--- config.mk ---
export PLATFORM = sky130hd
export DESIGN_NAME = ptrf_div
export DESIGN_NICKNAME = d
export VERILOG_FILES = /design/src/design/ptrf_pkg.sv /design/src/design/ptrf_div.sv
export SDC_FILE = /design/constraint.sdc
export NUM_CORES = 1
export LEC_CHECK = 0
export BUFFER_PORTS_ARGS = -buffer_cell sky130_fd_sc_hd__buf_2
export CORE_ASPECT_RATIO = 0.5
export CORE_UTILIZATION = 51
export CTS_BUF_LIST = sky130_fd_sc_hd__clkbuf_4
export CTS_CLUSTER_SIZE = 12
export DETAILED_ROUTE_END_ITERATION = 12
export GPL_ROUTABILITY_DRIVEN = 0
export GPL_TIMING_DRIVEN = 0
export PLACE_DENSITY = 0.75
export SLEW_MARGIN = 30
export SYNTH_ARGS = -nofsm -noshare
export SYNTH_HDL_FRONTEND = slang
export SYNTH_SLANG_ARGS = --single-unit
--- constraint.sdc ---
create_clock -name clk -period 2.92 [get_ports clk]
set_input_delay 0.438 -clock clk [delete_from_list [all_inputs] [get_ports clk]]
set_output_delay 0.438 -clock clk [all_outputs]
set_load 0.01 [all_outputs]
--- src/design/ptrf_pkg.sv ---
package ptrf_pkg;

  localparam int ENTRIES_DEF = 256;
  localparam int COMP_W      = 16;
  localparam int NCOMP       = 4;
  localparam int IDX_W       = 8;
  localparam int CNT_W       = 9;
  localparam int KIND_W      = 2;

  typedef logic [NCOMP-1:0][COMP_W-1:0] color_t;

  typedef enum logic [1:0] {
    ACT_READ     = 2'd0,
    ACT_READ_RGB = 2'd1,
    ACT_WRITE    = 2'd2,
    ACT_RAMP     = 2'd3
  } action_t;

  typedef enum logic [KIND_W-1:0] {
    KIND_GRAY = 2'd0,
    KIND_RGB  = 2'd1,
    KIND_CMYK = 2'd2,
    KIND_HLS  = 2'd3
  } kind_t;

  typedef enum logic [2:0] {
    ST_IDLE,
    ST_READ,
    ST_WR_START,
    ST_WR_END,
    ST_DIV_GO,
    ST_DIV_WAIT,
    ST_STEP,
    ST_DONE
  } state_t;

  // floor quotient and non-negative remainder
  typedef struct packed {
    logic                     done;
    logic signed [COMP_W:0]   quo;
    logic        [IDX_W-1:0]  rem;
  } div_res_t;

endpackage

--- src/design/ptrf_div.sv ---
module ptrf_div import ptrf_pkg::*; (
  input  logic                   clk,
  input  logic                   rst,
  input  logic                   start,
  input  logic signed [COMP_W:0] num,
  input  logic [IDX_W-1:0]       den,
  output div_res_t               res
);

  localparam int CW = $clog2(COMP_W);
  localparam logic [CW-1:0] LAST = CW'(COMP_W - 1);

  logic              busy;
  logic              done;
  logic [CW-1:0]     cnt;
  logic              neg;
  logic [COMP_W-1:0] quo;
  logic [IDX_W-1:0]  rem;
  logic [IDX_W-1:0]  den_r;

  logic [COMP_W:0]   num_abs;
  logic [IDX_W:0]    rem_sh;
  logic [IDX_W:0]    rem_sub;
  logic              fits;
  logic [COMP_W:0]   q_ext;
  logic              rem_nz;

  always_comb begin
    num_abs = num[COMP_W] ? (-num) : num;
    rem_sh  = {rem, quo[COMP_W-1]};
    fits    = rem_sh >= {1'b0, den_r};
    rem_sub = rem_sh - {1'b0, den_r};
  end

  always_ff @(posedge clk) begin
    if (rst) begin
      busy <= 1'b0;
      done <= 1'b0;
      cnt  <= '0;
    end else begin
      done <= 1'b0;
      if (start) begin
        busy <= 1'b1;
        cnt  <= '0;
      end else if (busy) begin
        cnt <= cnt + CW'(1);
        if (cnt == LAST) begin
          busy <= 1'b0;
          done <= 1'b1;
        end
      end
    end
  end

  always_ff @(posedge clk) begin
    if (start) begin
      quo   <= num_abs[COMP_W-1:0];
      rem   <= '0;
      neg   <= num[COMP_W];
      den_r <= den;
    end else if (busy) begin
      quo <= {quo[COMP_W-2:0], fits};
      rem <= fits ? rem_sub[IDX_W-1:0] : rem_sh[IDX_W-1:0];
    end
  end

  always_comb begin
    q_ext    = {1'b0, quo};
    rem_nz   = rem != '0;
    res.done = done;
    if (neg && rem_nz) begin
      res.quo = $signed(-q_ext - (COMP_W+1)'(1));
      res.rem = den_r - rem;
    end else if (neg) begin
      res.quo = $signed(-q_ext);
      res.rem = rem;
    end else begin
      res.quo = $signed(q_ext);
      res.rem = rem;
    end
  end

endmodule
### Word level (Yosys, flattened, before mapping)

Index checks and enable logic that the tools add are counted.
W data, S select, Z words.

| operators by class | value |
|---|---|
| $add $sub $neg | 6 |
| reduce and logical (&&, ||, !) cells | 5 |
| multiplexer cells | 10 |
| $lt $le $gt $ge | 1 |
| bitwise operators | 1 |
| equal/unequal tests | 1 |

Operators by type and width:

| operator | number |
|---|---|
| $mux W25 | 2 |
| $mux W16 | 3 |
| $neg A16 Y17 | 1 |
| $sub A17 B1 Y17 const B | 1 |
| $neg A16 Y16 | 1 |
| $sub A8 B8 Y8 | 2 |
| $ge A9 B8 Y1 | 1 |
| $mux W8 | 1 |
| $reduce_bool A8 Y1 | 1 |
| $add A4 B1 Y4 const B | 1 |
| $eq A4 B4 Y1 const B | 1 |
| $mux W1 | 4 |
| $reduce_or A3 Y1 | 1 |
| $reduce_bool A2 Y1 | 1 |
| $reduce_or A2 Y1 | 1 |
| $logic_and A1 B1 Y1 | 1 |
| $not A1 Y1 | 1 |

| storage, ports and cells | value |
|---|---|
| output and inout port bits | 26 |
| bits of input ports | 28 |
| register bits | 39 |

### Longest topological paths before layout

| depth | value |
|---|---|
| depth after elaboration | 4 |
| depth in mapped cells | 11 |

### Least setup slack after synthesis

OpenSTA, ideal clock, no wires.

| timing | value |
|---|---|
| kind | register to output |
| from | register quo[0] |
| to | output res[22] in the netlist's numbering |
| buffers on the path | 2 |
| data required time | 2482 ps |
| stages on the path, launching flop included | 12 |
| data arrival time | 2765 ps |
| slack | -283 ps |
| cell sequence | edfxtp_1 clkbuf_1 inv_1 ha_1 clkbuf_1 nand2b_1 a221oi_1 o211ai_1 nor4b_4 and3_1 o21ai_1 xnor2_1 |

RTL lines:

| what | RTL line | source |
|---|---|---|
| from (decl) | ptrf_div.sv:17 | `logic [COMP_W-1:0] quo;` |
| from (signal assigned) | ptrf_div.sv:57 | `quo <= num_abs[COMP_W-1:0];` |
| from (signal assigned) | ptrf_div.sv:62 | `quo <= {quo[COMP_W-2:0], fits};` |
| to (decl) | ptrf_div.sv:7 | `output div_res_t res` |

==> metrics.yaml <==
synthesis:
  synthCells: 447
  ys_warn_count: 0
  synth_area_per_cell_um2: 8.29
  syn_nets: 496
  ys_types: 61
  synth-edff-count: 25
  synth_seq_cells: 39
  synthArstFlopShare_pct: 0
  synth_ff_type: "edfxtp_1"
  yosysSeqAreaShare_pct: 27.8
  syn_area_um2: 3710
run_status:
  violations: "setup timing"
  status: "finished, violations left"
layout:
  finish.utilization_pct: 69.9
  fillerInstances: 519
  diodes: 0
  multi_input_comb_area_um2: 2710
  area_growth_pct: 29.3
  nets: 589
  layout-drive-gt1-share_pct: 30.7
  seqCellArea_um2: 1040
drt:
  vias_per_cell: 5.70
  wl_per_cell_um: 15.5
  routed-via-count: 3610
  drtIter0Drc: 216
  wl_um: 9810
  drc: 0
  detailedRoute.firstPassIterationCount: 5
  ant_nets: 0
floorplan:
  start_util_pct: 54.1
  dieArea_um2: 7640
  die_w_um: 123
  ios: 54
  fp-row-count: 21
  coreArea_um2: 6860
  die_y_um: 62.3
worst_setup_path:
  crit_arrival_ns: 2.99
  worstSetupStartpointType: "register"
  end_kind: "output port"
  cp_max_fo: 6
  crit_type: "reg2out"
  critPathRequiredTime_ns: 2.48
sta:
  tns_ns: -4.49
  slew_headroom_pct: 33.6
  fin_skew_ns: 0.0151
  slew_violations: 0
  grt_setup_unrepaired: "yes"
  tightest_slew_ns: 0.989
  hold_violations: 0
  setup_slack_ns: -0.510
  setup_viol: 13
  hold-worst-slack_ns: 0.236
  period_needed_ns: 3.43
  period_share_pct: 117
  fmax_ghz: 0.292
pwr:
  p_total_mw: 2.09
  cellLeakagePower_nw: 1.99
  vdd_drop_max_mv: 0.367
  p_per_area_nw_per_um2: 436
run:
  cap_violations: 0
clock_network:
  ctsHoldBuffers: 0
  cts_tree: "built"
  cts_max_path_buffers: 2
  cts-buffers-inserted: 5
  clk_transition_reported_paths_ns: 0.13
  root_buffer: "clkbuf_4"
  clk_latency_ns: 0.37
  clkSinkCount: 39
  cts-htree-levels: 2
place:
  dp_hpwl_um: 6240
  io_buffers: 53
global_route:
  antenna_found_initial: 0
  grt_max_degree: 17
  gr-total-overflow: 0
  grt_pass1_vias: 3252
  grt.total_usage_pct: 25.0
  grt_pass1_wl_um: 15300
worst_hold_path:
  hp-class: "in2reg"
[power by group]
group	leakage, nW	internal, mW	total (mW)	switching, mW
Combinational	1.58	0.468	1.01	0.537
Clock	0.0426	0.176	0.374	0.198
Sequential	0.362	0.646	0.713	0.0663
Total	1.99	1.29	2.09	0.802
[flip-flops by register name, summed over array words and instances (netlist names)]
name and flops:
den_r 8, busy 1, cnt 4, neg 1
rem 8, quo 16, done 1
[Yosys cell counts, drive strengths merged (7+ instances only)]
cell,instances,area [µm²]
a21o,9,67.6
o31ai,7,71.3
xnor2,37,324
ha,19,238
nor2b,8,50.1
o21ai,23,115
inv,26,97.6
mux2i,11,110
a21oi,29,145
or3,7,43.8
a211oi,7,52.6
edfxtp,25,751
dfxtp,14,280
nand3,14,75.1
clkbuf,17,63.8
xor2,23,201
nor3,16,90.1
nor2,46,173
buf,12,72.6
nand2,29,109
[cell type report]
type | instances | area share [%]
Multi-Input combinational cell | 353 | 56.5
Sequential cell | 39 | 21.7
Timing Repair Buffer | 93 | 12.0
Buffer | 22 | 3.71
Tap cell | 92 | 2.40
Inverter | 26 | 2.14
Clock inverter | 3 | 0.809
Clock buffer | 5 | 0.783
[worst max-delay path, stage by stage, from the launching register on]
cell and delay (ns):
edfxtp_1 0.45, clkbuf_8 0.18, inv_6 0.05, ha_4 0.14, clkbuf_16 0.14, nor3b_4 0.21
mux2i_1 0.27, a31oi_2 0.17, nor4b_4 0.30, buf_4 0.18, xor2_1 0.14, nand2_1 0.08
xnor2_1 0.16, buf_2 0.14
[kinds of logic (layout without fill, tap and decap cells)]
family | after synthesis | in the layout | share of synthesized area (%)
flops | 39 | 39 | 27.8
xor+xnor | 60 | 60 | 14.2
buf+inv | 55 | 149 | 6.31
mux | 12 | 12 | 3.27
fa+ha+maj | 21 | 21 | 7.49
simple gates | 161 | 161 | 23.5
compound gates | 99 | 99 | 17.5
[stage by stage]
step           setup slack [ns]  area [µm²]  cells
3_5_place_dp             -0.425        4160    592
5_1_grt                  -0.676        4790    633
3_3_place_gp             -0.402        4160    592
4_1_cts                  -0.419        4590    627
2_1_floorplan           0.00678        3780    447
6_report                 -0.510        4790    633
[per-layer routing]
metal  share of wire, %  GRT usage, %  vias up  wire length (µm)
li1                   -             -     1770                 -
met1                 45          34.6     1682              4400
met2                 47          40.1      137              4600
met3                6.5          4.60       21               638
met5                  0             0        -                 0
met4                1.8          6.40        0               178
[what timing repair did]
item	in CTS	in global routing
setup endpoints to repair	16	24
resized for setup	29	33
setup buffers	33	8
pin swaps	18	9
[worst paths after layout]
path                              start  slack [ns]  depth (start not counted)      end
worst max-delay path             quo[0]       -0.51                         13  res[20]
worst min-delay path                rst        0.24                          2     busy
worst max register to register  quo[15]        0.12                          9   rem[6]
worst min register to register   cnt[3]        0.48                          2     done
[cells in the final DEF, fill, tap and decap left out, drive strengths merged, types with 3 or more instances in the layout]
cell	count
o21ai	23
nand3	14
nor4b	3
edfxtp	25
nor2b	8
or2	5
and3	6
a21oi	29
or3	7
ha	19
mux2i	11
nor3	16
a211oi	7
or4	6
o41ai	3
xnor2	37
clkbuf	16
nand2	29
nand4	3
and2	4
dfxtp	14
nand2b	3
xor2	23
a31oi	4
buf	104
a21o	9
inv	26
o31ai	7
nor4	4
nor2	46
Power figures use the tool's default switching activity.
